--- config.mk ---
export PLATFORM = sky130hd
export DESIGN_NAME = mrr_ram
export DESIGN_NICKNAME = d
export VERILOG_FILES = /design/src/rtl/mrr_ram.sv
export SDC_FILE = /design/constraint.sdc
export NUM_CORES = 2
export LEC_CHECK = 0
export BUFFER_PORTS_ARGS = -buffer_cell sky130_fd_sc_hd__buf_2
export CAP_MARGIN = 30
export CORE_MARGIN = 2
export CORE_UTILIZATION = 48
export DETAILED_ROUTE_END_ITERATION = 6
export PLACE_DENSITY_LB_ADDON = 0.12
export SETUP_SLACK_MARGIN = 0.2
export SYNTH_ARGS = -nofsm -noshare
export SYNTH_HDL_FRONTEND = slang
export SYNTH_SLANG_ARGS = --single-unit
export TNS_END_PERCENT = 100
--- constraint.sdc ---
create_clock -name clk -period 7.6 [get_ports clk]
set_clock_uncertainty 0.2 [all_clocks]
set_input_delay 0.76 -clock clk [delete_from_list [all_inputs] [get_ports clk]]
set_output_delay 0.76 -clock clk [all_outputs]
set_load 0.03 [all_outputs]
--- src/rtl/mrr_ram.sv ---
// Generic single-port-write, registered-read RAM.
module mrr_ram #(
  parameter int WIDTH = 32,
  parameter int DEPTH = 64,
  localparam int AW   = $clog2(DEPTH)
) (
  input  logic             clk,
  input  logic             we,
  input  logic [AW-1:0]    waddr,
  input  logic [WIDTH-1:0] wdata,
  input  logic [AW-1:0]    raddr,
  output logic [WIDTH-1:0] rdata
);

  logic [WIDTH-1:0] mem [DEPTH];

  // Write one entry; the entry read appears on rdata in the next cycle
  always_ff @(posedge clk) begin
    if (we) begin
      mem[waddr] <= wdata;
    end
    rdata <= mem[raddr];
  end

endmodule

* Word-level counts from Yosys, hierarchy flattened
Memories as Yosys holds them, arrays and structs flattened. A register that Yosys moved wholly into a read port is not among the register bits.
Index checks and enable logic that the tools add are counted.
** Word-level totals
- Register bits after elaboration :: 0
- Latch bits :: 0
- Memory bits (writable) :: 2048
- Memory bits (read-only) :: 0
- Input port bits :: 46
- Output and inout port bits :: 32
- Word-level logic and storage cells :: 3
- Memories :: 1
** Memories
- mem :: depth 64, bits a word 32, rd ports 1, clocked after memory_dff 1, wr ports 1, line 15 : logic [WIDTH-1:0] mem [DEPTH];
** Operators by class
- Add/subtract/negate cells :: 0
- Multipliers :: 0
- Divide/modulo/power cells :: 0
- Magnitude comparators :: 0
- Eq/ne operators :: 0
- Shift-type cells :: 0
- Multiplexer cells :: 2
- Bitwise gates (word level) :: 0
- Reduce and logical (&&, ||, !) cells :: 0
** Operators by type and width (count)
- 2-to-1 mux 1 bit :: 2

* Logic depth before layout (Yosys ltp)
- Word-level depth :: 2
- Depth in mapped cells :: 10
- Gate-level depth less buffers :: 5

* Least setup slack after synthesis
Ideal clock, no wire load.
- Path kind :: input to register
- Start :: input waddr[3]
- End :: memory mem[48][0], enable pin
- Arrival :: 3.459 ns
- Required time :: 6.939 ns
- Path slack :: 3.480 ns
- Stages on the path :: 4
- Path buffers :: 1
- Cells stage by stage :: clkbuf_1 -> nor2b_1 -> nand4b_1 -> nor3_1
** RTL lines
- start: declaration :: line 9 : input logic [AW-1:0] waddr,
- end: declaration :: line 15
Straight into the memory's write port.

==> metrics list <==
- Vias/cell: 6.22
- The floorplan step defined a die boundary enclosing 0.167 mm2.
- Sum of net half-perimeters after detailed placement: 110000 um
- Number of nets in the layout: 3612
* Number of distinct standard cells referenced by the synthesized netlist: 34
* Mean post-synth cell area: 23.6 um2
- Sw Share: 21.2%
* Time the worst path needs with I/O delays and setup: 4.00 ns
- Final-report hold violation count: 0
* Register area share after synthesis: 79.1%
- The count of nets left with antenna violations once routing finished came out at 0.
- Drt first-iter violations: 4950
* Clock sink count: 2080
* RSZ-0062 raised after global routing: no
- Average wire per cell in the routed design: 34.8 um
- For the worst-skew pair, the clock arrives at the later sink with an insertion delay of 0.83 ns.
- The internal power of the cells totals 19.1 mW.
- Net Count, Synth: 3370
- Max rail drop VDD: 0.000249 V
* Share of flip-flops with an asynchronous set or reset: 0%
- Path type of the worst min-delay path: in -> reg
- For the worst setup path, the data required time is 8.06 ns.
* Setup TNS after final layout: 0 ns
* Largest net degree at the start of global routing: 118
- GRT Util Overall: 24.9%
- Part of the total power dissipated in combinational logic: 5.2%
- Relative max-transition margin: 29.8%
- Routability-driven placement finished with a final weighted congestion of 0.784.
- Setup violations remaining at the end of the flow were counted as 0.
- Once the floorplan was initialized, standard cells occupied 48.3% of the core.
- In this run the static leakage power is 27.8 nW.
- sky130_fd_sc_hd__edfxtp_1 is the most common cell in the netlist.
* EDFF count, synth: 2048
* Worst Hold Margin: 0.412 ns
* Buffer depth of the longest clock path: 3
- Dividing total power by cell area gives a power density of 271 mW/mm2.
* Yosys warning count: 0
- Most frequently used flop master after synthesis: sky130_fd_sc_hd__edfxtp_1
- TritonCTS built the clock tree.
* Iteration count of the initial detailed-routing pass: 5
- Reg power frac: 52.7%
* Filler instances: 12190
- In this run the biggest area consumer among cell types represents 78.3% of the synthesized area.
- Counting the buffers created by CTS gives 209.
- The critical path is of the in -> reg type.
- For this run, the top clock speed supported by timing is 250 MHz.
- Wire length of the first global-routing pass: 290000 um
- Net Switching: 5.13 mW
- The number of pins with negative max-slew slack in the final report is 0.
- Number of global-route vias before repair: 37620
- The die is 408 um tall.
- Counting flops and latches in the post-synthesis netlist gives 2080.
* Number of buffers added to fix hold violations after cts: 0
* Period utilization: 52.6%
- The share of total power dissipated in the clock network is 42.2%.
- Global routing finished with a remaining overflow of 0.
- Cells fill 54.9% of the core in the end.
* Reg-to-reg setup timing slack: 4.80 ns
- Drc violations: 0
* Post-synthesis cell type with the largest combined area: sky130_fd_sc_hd__edfxtp_1
* Status: completed
- The region available for standard cell placement spans 0.163 mm2.
- The worst hold path passes through 2 cells.
- Number of antenna violations at the first check in global routing: 19
- Synth-to-layout area growth: 13.8%
- Summing all multi-input logic gate instances after layout gives 0.0160 mm2.
- Number of cells produced by synthesis: 3324
- Post-cts gate resize count: 0
- Summing all flip-flop and latch instances after layout gives 0.0621 mm2.
- After synthesis the cells add up to 0.0785 mm2.
* Number of I/O port buffers: 77
* Total length of routed wires: 206000 um
- DIE WIDTH: 408 um
- In this run the post-CTS setup repair buffer count came out at 0.
* R2R depth: 4
- Of the cells placed in the final design, the portion with a size suffix greater than 1 is 30.1%.
- Slew at the pin with the worst max-slew slack: 1.05 ns
- Of all nets on the critical path, the largest fanout is 71.
- Main area contributors after synthesis: sky130_fd_sc_hd__edfxtp_1 78%, sky130_fd_sc_hd__mux4_2 16%, sky130_fd_sc_hd__mux2i_1 1.2%
- Clock-pin slew was measured on the worst setup and hold paths at 0.06 ns.
- The tree is rooted in a sky130_fd_sc_hd__clkbuf_16.
- The detailed router placed 36884 vias in this run.
- Pin placement for this block handled 78 I/O pins.
- Counting instances in the post-synthesis netlist gives the leading cell types as 2048 x sky130_fd_sc_hd__edfxtp_1, 544 x sky130_fd_sc_hd__mux4_2, 137 x sky130_fd_sc_hd__nor2_1.
- The H-tree was split into 4 levels.
- Site Rows: 148
* Kind of end point of the critical path: flop
- CP arrival: 4.46 ns
- Number of maximum-capacitance violations: 0
- The worst setup path is launched from an input port.
state kept, by name, indices dropped and copies added (netlist names):
signal and flops:
mem 2048, rdata 32
worst max-delay path: stages:
cell and delay, ns:
sky130_fd_sc_hd__buf_8 0.56, sky130_fd_sc_hd__buf_4 0.68, sky130_fd_sc_hd__buf_4 0.60, sky130_fd_sc_hd__mux4_2 0.59, sky130_fd_sc_hd__o22ai_1 0.27, sky130_fd_sc_hd__nor2_1 0.08, sky130_fd_sc_hd__a21oi_1 0.77, sky130_fd_sc_hd__nor2_1 0.08
power groups by stage:
stage	clock network [mW]	registers, mW	logic, mW
after detailed placement	0	13.0	1.26
after global placement	0	13.0	1.23
after floorplan	0	13.0	0.618
after global routing	10.8	12.8	1.31
final	10.2	12.8	1.25
after CTS	10.4	12.8	1.26
cell families (layout without fill, tap and decap cells):
group | Yosys count | after routing | share of synthesized area, %
flops | 2080 | 2080 | 79.1
mux | 637 | 637 | 16.8
simple gates | 223 | 223 | 1.27
compound gates | 202 | 202 | 1.67
buf+inv | 182 | 602 | 1.13
other cells | 0 | 8 | 0
through the flow:
| step | cell area [um2] | std cells | total power [mW] | worst slack, ns |
|---|---|---|---|---|
| after floorplan | 78500 | 3324 | 13.6 | 3.48 |
| after global placement | 82300 | 5520 | 14.2 | 2.50 |
| after detailed placement | 82400 | 5528 | 14.3 | 2.55 |
| after CTS | 89300 | 5917 | 24.4 | 3.42 |
| after global routing | 89300 | 5919 | 24.9 | 3.22 |
| final | 89300 | 5927 | 24.2 | 3.60 |
area by class of cell:
type / instances / share of cell area [%]
clock inverter: 89 / 1.02
clock buffer: 300 / 6.65
timing repair buffer: 213 / 1.81
sequential: 2080 / 69.6
multi-input combinational: 1062 / 17.9
tap: 2175 / 3.05
antenna: 8 / 0.0224
routing by layer:
metal | GRT usage [%] | routed length, um
met1 | 35.6 | 84200
met2 | 40.5 | 102000
met3 | 4.45 | 15600
met4 | 5.94 | 4360
met5 | 0 | 101
path summary, 6_finish.rpt:
| check | startpoint | to |
|---|---|---|
| min reg2reg | mem[12][4] | rdata[4] |
| min | wdata[27] | mem[45][27] |
| max reg2reg | mem[59][12] | rdata[12] |
| max | raddr[0] | rdata[2] |
cell usage in the layout, fill, tap and decap left out, drive strengths merged:
cell,n
clkbuf,300
a31oi,1
nand4,2
dfxtp,32
nand3,5
nor3,7
mux4,544
a311oi,8
a41o,4
and2,2
nor2,137
inv,3
a22oi,12
o221ai,27
o22ai,84
diode,8
and3,4
or3b,5
nor2b,15
nand2b,8
nand3b,5
nand2,26
o32ai,4
a21oi,62
nand4b,1
clkinv,66
buf,213
or2,3
mux2i,93
edfxtp,2048
or3,3
bufinv,16
clkinvlp,4
(Power assumes the default switching activity.)
