==> config.mk <==
export PLATFORM = sky130hd
export DESIGN_NAME = mrr_div
export DESIGN_NICKNAME = d
export VERILOG_FILES = /design/src/rtl/mrr_pkg.sv /design/src/rtl/mrr_div.sv
export SDC_FILE = /design/constraint.sdc
export NUM_CORES = 1
export LEC_CHECK = 0
export ABC_AREA = 1
export BUFFER_PORTS_ARGS = -buffer_cell sky130_fd_sc_hd__buf_2
export CORE_ASPECT_RATIO = 2
export CORE_MARGIN = 5
export CORE_UTILIZATION = 25
export DETAILED_ROUTE_END_ITERATION = 10
export GPL_TIMING_DRIVEN = 0
export PLACE_DENSITY = 0.54
export SKIP_LAST_GASP = 1
export SLEW_MARGIN = 15
export SYNTH_ARGS = -nofsm -noshare
export SYNTH_HDL_FRONTEND = slang
export SYNTH_SLANG_ARGS = --single-unit
==> constraint.sdc <==
create_clock -name clk -period 2.4 [get_ports clk]
set_input_delay 0.24 -clock clk [delete_from_list [all_inputs] [get_ports clk]]
set_output_delay 0.24 -clock clk [all_outputs]
set_load 0.1 [all_outputs]
==> src/rtl/mrr_pkg.sv <==
// Shared constants and types of the min-max rescale unit.
package mrr_pkg;

  localparam int MAX_SAMPLES = 64;
  localparam int ADDR_W      = $clog2(MAX_SAMPLES);
  localparam int CNT_W       = $clog2(MAX_SAMPLES + 1);
  localparam int DATA_W      = 32;
  localparam int IDX_W       = 6;
  localparam int PADDR_W     = 3;
  localparam int DIV_STEPS   = DATA_W;
  localparam int DIV_CNT_W   = $clog2(DIV_STEPS);
  localparam int M_TDATA_W   = 40;
  localparam int M_TUSER_W   = 2;

  localparam logic [DATA_W-1:0] MIN_RESET   = 32'h7FFF_FFFF;
  localparam logic [DATA_W-1:0] MAX_RESET   = 32'h8000_0000;
  localparam logic [DATA_W-1:0] START_RESET = 32'h0000_0000;
  localparam logic [DATA_W-1:0] END_RESET   = 32'h0001_0000;

  // Register indexes, taken from paddr above the byte offset
  localparam logic [PADDR_W-3:0] REG_OUT_START = 1'b0;
  localparam logic [PADDR_W-3:0] REG_OUT_END   = 1'b1;

  // Divider request: start pulse with operands
  typedef struct packed {
    logic                  start;
    logic [2*DATA_W-1:0]   dividend;
    logic [DATA_W-1:0]     divisor;
  } div_ctrl_t;

  // Divider status: done pulse with the held quotient
  typedef struct packed {
    logic                  done;
    logic [DATA_W-1:0]     quotient;
  } div_stat_t;

endpackage

==> src/rtl/mrr_div.sv <==
// Restoring divider, one quotient bit per cycle, 64-by-32 with 32-bit quotient.
module mrr_div (
  input  logic              clk,
  input  logic              rst,
  input  mrr_pkg::div_ctrl_t ctrl,
  output mrr_pkg::div_stat_t stat
);
  import mrr_pkg::*;

  logic                 busy;
  logic                 done;
  logic [DIV_CNT_W-1:0] cnt;
  logic [DATA_W-1:0]    rem;
  logic [DATA_W-1:0]    quo;
  logic [DATA_W-1:0]    rem_next;
  logic [DATA_W-1:0]    quo_next;
  logic [DATA_W:0]      trial;
  logic [DATA_W:0]      dvs;

  // One shift-compare-subtract step
  always_comb begin
    trial = {rem, quo[DATA_W-1]};
    dvs   = {1'b0, ctrl.divisor};
    if (trial >= dvs) begin
      rem_next = DATA_W'(trial - dvs);
      quo_next = {quo[DATA_W-2:0], 1'b1};
    end else begin
      rem_next = trial[DATA_W-1:0];
      quo_next = {quo[DATA_W-2:0], 1'b0};
    end
  end

  // Step counter and done pulse
  always_ff @(posedge clk) begin
    if (rst) begin
      busy <= 1'b0;
      done <= 1'b0;
      cnt  <= '0;
    end else begin
      done <= 1'b0;
      if (ctrl.start) begin
        busy <= 1'b1;
        cnt  <= '0;
      end else if (busy) begin
        cnt <= cnt + 1'b1;
        if (cnt == DIV_CNT_W'(DIV_STEPS - 1)) begin
          busy <= 1'b0;
          done <= 1'b1;
        end
      end
    end
  end

  // Load the high half as partial remainder, shift the low half through
  always_ff @(posedge clk) begin
    if (ctrl.start) begin
      rem <= ctrl.dividend[2*DATA_W-1:DATA_W];
      quo <= ctrl.dividend[DATA_W-1:0];
    end else if (busy) begin
      rem <= rem_next;
      quo <= quo_next;
    end
  end

  assign stat.done     = done;
  assign stat.quotient = quo;

endmodule

After elaboration in Yosys (flattened, before gate mapping)
Cells that the tools add are included.

storage, ports and cells
  input port bits = 99
  register bits = 71
  word-level logic and storage cells = 23

cells by class
  reduce and logical (&&, ||, !) cells = 3
  eq/ne operators = 1
  mux-type cells = 10
  bitwise gates (word level) = 1
  magnitude comparators = 1
  $add $sub $neg = 2

operator list
  operator                                                        count
  32-bit 2-to-1 mux                                               5
  33-bit by 32-bit >= comparator with 1-bit output                1
  32-bit subtractor                                               1
  5-bit by 1-bit adder with 5-bit output (second input constant)  1
  5-bit == test (second input constant)                           1
  1-bit 2-to-1 mux                                                5
  3-bit OR reduction                                              1
  2-bit nonzero test                                              1
  2-bit OR reduction                                              1
  1-bit NOT                                                       1

Depth between registers and ports, before layout
  word-level depth = 4
  depth in mapped cells = 17

Worst setup path after synthesis
Ideal clock, no wire load.

  kind = register -> register
  from = register quo[31]
  to = register rem[28] (data pin)
  arrival = 2411 ps
  path slack = -263 ps
  required time = 2148 ps
  library setup time = 252 ps
  stages on the path, launching flop included = 16
  cells stage by stage = edfxtp_1 -> inv_1 -> ha_1 -> inv_1 -> fa_1 -> nand3_1 -> nand3_1 -> nand2_1 -> nand2_1 -> nand2_1 -> nand2_1 -> nand2_1 -> nand3_1 -> nand3_2 -> nand2_1 -> nand2_1

on the way
  cells in the longest elaborated chain, start to end = 4

RTL lines
  what                                                                                   RTL line                      source
  start: declaration                                                                     mrr_div.sv:14                 logic [DATA_W-1:0] quo;
  start signal: assignment                                                               mrr_div.sv:58                 quo <= ctrl.dividend[DATA_W-1:0];
  start signal: assignment                                                               mrr_div.sv:61                 quo <= quo_next;
  32-bit subtractor or 33-bit by 32-bit >= comparator with 1-bit output (tied branches)  mrr_div.sv:25, mrr_div.sv:24
  32-bit 2-to-1 mux *                                                                    mrr_div.sv:24                 if (trial >= dvs) begin
  32-bit 2-to-1 mux *                                                                    mrr_div.sv:59                 end else if (busy) begin
  32-bit 2-to-1 mux *                                                                    mrr_div.sv:56                 if (ctrl.start) begin
  end signal: assignment                                                                 mrr_div.sv:57                 rem <= ctrl.dividend[2*DATA_W-1:DATA_W];
  end signal: assignment                                                                 mrr_div.sv:60                 rem <= rem_next;
  end: declaration                                                                       mrr_div.sv:13                 logic [DATA_W-1:0] rem;

Every way passes the cells marked *; elsewhere a longest branch is shown, timed or not. The select of a mux whose other input is x is not followed.
A chain may end at the register's enable or synchronous reset.

Worst setup path after layout
  from = register rem[26]
  to = register rem[22] (data pin)

on the way
  cells in the longest elaborated chain, start to end = 4

RTL lines
  what                                              RTL line
  33-bit by 32-bit >= comparator with 1-bit output  mrr_div.sv:24
  32-bit 2-to-1 mux                                 mrr_div.sv:24
  32-bit 2-to-1 mux                                 mrr_div.sv:59
  32-bit 2-to-1 mux                                 mrr_div.sv:56

Every way passes these cells. The select of a mux whose other input is x is not followed.

==> flow_summary.ini <==
[placement]
placed_cell_area_mm2 = 0.00739
port_buffers = 131
place_congestion = 0.928
hpwlAfterDp_um = 16400
place.detailed.instances = 1421

[clock_tree]
clk_latency_ps = 360
path_clk_slew_ps = 70
clkSinkCount = 71
clockBufferDepth = 2
cts-buffers-inserted = 9
clock-root-buffer = sky130_fd_sc_hd__clkbuf_16
tritoncts_clock_tree = yes
clock_tree.htree_level_count = 3
holdBufCountCts = 0

[logic_synthesis]
post_synthesis_xor_xnor_area_fraction_pct = 1.96
synth_area_per_cell_um2 = 6.56
synth_instances = 953
yosys.cell_types.count = 37
ys.flop_type = sky130_fd_sc_hd__edfxtp_1
synth-edff-count = 64
synth_warnings = 0
synth.ff_latch_count = 71
synth-compound-area-share_pct = 2.60
synth_top_family_by_area = simple AND/OR/NAND/NOR gates
synth_sequential_area_ratio_pct = 33.0
synth-async-reset-ratio_pct = 0
muxShareOfSynthArea_pct = 0
synthSimpleGateAreaFrac_pct = 42.8
post_syn_nets = 1087
post_synth_fa_ha_maj_area_fraction_pct = 7.12
synthesis.area_mm2 = 0.00625

[global_route]
antenna_found_initial = 0
globalRouteMet3Util_pct = 2.81
gr-max-usage-layer = met2
groute.layer.met2.usage_pct = 24.8
globalRouteTotalUtil_pct = 14.2
largest_net_degree_at_the_start_of_global_routing = 43
grt_use_met1_pct = 17.5
first_global_vias = 6216
overflow_left_after_global_routing = 0
grt_pass1_wl_um = 31300

[finish]
flow.area_growth_from_synthesis_pct = 31.4
stdcell_area_mm2 = 0.00822
share_of_post_route_cells_with_drive_strength_above_1_pct = 23.8
layout.cells.non_filler = 1442
layout.nets = 1235
num_antenna_cells = 0

[floorplanning]
core_area_mm2 = 0.0248
die-area_mm2 = 0.0285
placementRows = 82
die_h_um = 234
die_x_um = 122
io_pins = 132
starting_density_pct = 25.2

[detailed_routing]
routed_wirelength_um = 20500
post_drt_via_cell_ratio = 4.25
antenna_violating_nets_post_route = 0
detailroute.via_count = 6122
drt_pre_antenna_iters = 5
drc = 0
drt_first_iter_violations = 288
routedWlPerCell_um = 14.3

[timing]
slew-limit-headroom_pct = 55.9
final.hold.worst_slack_ps = 51.1
final_hold_viol_count = 0
finalSetupViolations = 0
drv_slew = 0
final.setup.tns_ps = 0
maxClockFrequency_mhz = 440
finalCriticalPeriod_ps = 2270
layout_worst_path_cycle_share_pct = 94.6
max_slew.worst_pin.slew_ps = 661
grt_setup_unrepaired = yes
layout_skew_ps = 7.17

[critical_path]
worst-r2r-setup-slack_ps = 130
crit-reg2reg-launch = rem[26]
cp-end-kind = register
crit_path_max_fanout = 10
criticalPathCategory = register to register
setup.worst_path.start_class = register
reg2reg_to = rem[22]
r2r.worst_path.cells = 13
timing.critical_path.arrival_ps = 2380
worst-endpoint-required_ps = 2510

[min_path]
min_delay_path_depth = 2
min_to = busy
timing.hold.worst.class = primary input to register
holdCritStartpoint = rst

[power]
p_leak_nw = 4.28
power.density_mw_per_mm2 = 783
worst_ir_drop_vdd_mv = 0.458
post-layout-total-power_mw = 6.44

[run]
drv.max_cap_violation_count = 0

[run_status]
run_status = complete, no violations
-- worst max-delay path: stages, from the launching register on --
cell                       delay, ps
sky130_fd_sc_hd__edfxtp_1        440
sky130_fd_sc_hd__ha_4            330
sky130_fd_sc_hd__nand2_1         140
sky130_fd_sc_hd__nor2_4          200
sky130_fd_sc_hd__nand3_1          90
sky130_fd_sc_hd__nor2_1          110
sky130_fd_sc_hd__nand2_1          60
sky130_fd_sc_hd__nand2_2         110
sky130_fd_sc_hd__nor2_8           70
sky130_fd_sc_hd__nand2_8         100
sky130_fd_sc_hd__buf_6           150
sky130_fd_sc_hd__nand2_1          80
sky130_fd_sc_hd__nand3_1          70
sky130_fd_sc_hd__nand2_1          70
-- how the worst max path moves through the flow --
stage                  start      end  slack, ps
floorplan            quo[31]  rem[28]       -160
global placement    ctrl[96]  rem[14]       -970
detailed placement   rem[22]  rem[22]          8
CTS                  rem[23]  rem[22]        0.8
global route         rem[26]  rem[22]        -50
finish               rem[26]  rem[22]        130
-- where the power goes --
part / total [mW] / internal [mW] / leakage [nW] / switching (mW)
logic: 3.23 / 1.17 / 3.41 / 2.06
clock network: 1.47 / 0.870 / 0.154 / 0.603
registers: 1.74 / 1.59 / 0.711 / 0.142
total: 6.44 / 3.63 / 4.28 / 2.80
-- per-stage QoR --
step	setup slack, ps	utilization [%]
after CTS	0.824	31.1
after floorplan	-157	-
after global routing	-47.5	33.1
after global placement	-972	29.7
final	129	33.1
after detailed placement	8.39	29.8
-- flip-flops by register name, summed over array words and instances, names as in the netlist --
register / count
done: 1
cnt: 5
quo: 32
busy: 1
rem: 32
-- synthesized netlist by cell type (2+ instances only) --
cell                       number  share of area [%]
sky130_fd_sc_hd__nand2_2        7               0.70
sky130_fd_sc_hd__o21ai_0        2               0.16
sky130_fd_sc_hd__buf_2          4               0.32
sky130_fd_sc_hd__nand3_2       11                1.8
sky130_fd_sc_hd__edfxtp_1      64                 31
sky130_fd_sc_hd__inv_2          3               0.18
sky130_fd_sc_hd__a21oi_2        2               0.28
sky130_fd_sc_hd__o21a_1         2               0.24
sky130_fd_sc_hd__inv_1        163                9.8
sky130_fd_sc_hd__buf_1          4               0.24
sky130_fd_sc_hd__nand4_1       10                1.0
sky130_fd_sc_hd__nor2_2         7               0.70
sky130_fd_sc_hd__ha_1          34                6.8
sky130_fd_sc_hd__nor2_4         2               0.36
sky130_fd_sc_hd__a211oi_1       2               0.24
sky130_fd_sc_hd__dfxtp_1        7                2.2
sky130_fd_sc_hd__buf_4          4               0.48
sky130_fd_sc_hd__or2_2          2               0.20
sky130_fd_sc_hd__nand2_1      432                 26
sky130_fd_sc_hd__and2_1         2               0.20
sky130_fd_sc_hd__nand3_1       60                4.8
sky130_fd_sc_hd__nand3b_1      26                3.1
sky130_fd_sc_hd__nor3_1         5               0.40
sky130_fd_sc_hd__xnor2_1       14                2.0
sky130_fd_sc_hd__clkbuf_1       8               0.48
sky130_fd_sc_hd__nor2_1        45                2.7
sky130_fd_sc_hd__a21oi_1       18                1.4
sky130_fd_sc_hd__buf_6          4               0.72
-- cell usage in the layout (no fill, tap or decap), types with 7 or more instances in the layout --
| cell type | instances |
|---|---|
| sky130_fd_sc_hd__a21oi_1 | 18 |
| sky130_fd_sc_hd__buf_2 | 134 |
| sky130_fd_sc_hd__clkbuf_1 | 8 |
| sky130_fd_sc_hd__clkbuf_16 | 10 |
| sky130_fd_sc_hd__dfxtp_1 | 7 |
| sky130_fd_sc_hd__edfxtp_1 | 64 |
| sky130_fd_sc_hd__ha_4 | 28 |
| sky130_fd_sc_hd__inv_1 | 160 |
| sky130_fd_sc_hd__nand2_1 | 418 |
| sky130_fd_sc_hd__nand2_2 | 21 |
| sky130_fd_sc_hd__nand3_1 | 55 |
| sky130_fd_sc_hd__nand3_2 | 14 |
| sky130_fd_sc_hd__nand3b_1 | 26 |
| sky130_fd_sc_hd__nand4_1 | 10 |
| sky130_fd_sc_hd__nor2_1 | 39 |
| sky130_fd_sc_hd__nor2_2 | 7 |
| sky130_fd_sc_hd__nor2_4 | 8 |
| sky130_fd_sc_hd__xnor2_1 | 14 |
-- kinds of logic (layout without fill, tap and decap cells) --
family | after synthesis | after routing
and+or+nand+nor | 613 | 613
buffers and inverters | 192 | 345
DFF | 71 | 71
adders and majority gates | 35 | 35
AOI/OAI and AO/OA | 28 | 28
xor gates and xnor gates | 14 | 14
-- cell type report --
cell class | instances | area (um2)
timing repair buffer | 137 | 713
tap | 336 | 420
inverter | 167 | 629
fill | 2783 | 16600
multi-input combinational | 690 | 3890
clock buffer | 10 | 250
sequential | 71 | 2060
buffer | 25 | 184
clock inverter | 6 | 65.1
-- metal layers --
| layer | vias up | wire, um |
|---|---|---|
| li1 | 3238 | - |
| met1 | 2724 | 9020 |
| met2 | 135 | 10100 |
| met3 | 25 | 1040 |
| met4 | 0 | 367 |
| met5 | - | 0 |
-- what timing repair did --
action                                  CTS  global route
pin swaps                                 0             9
resized for setup                         4            71
endpoints found under the hold margin     0             0
endpoints found under the setup margin    2            32
setup buffers                             0             5
(Power assumes the default switching activity.)
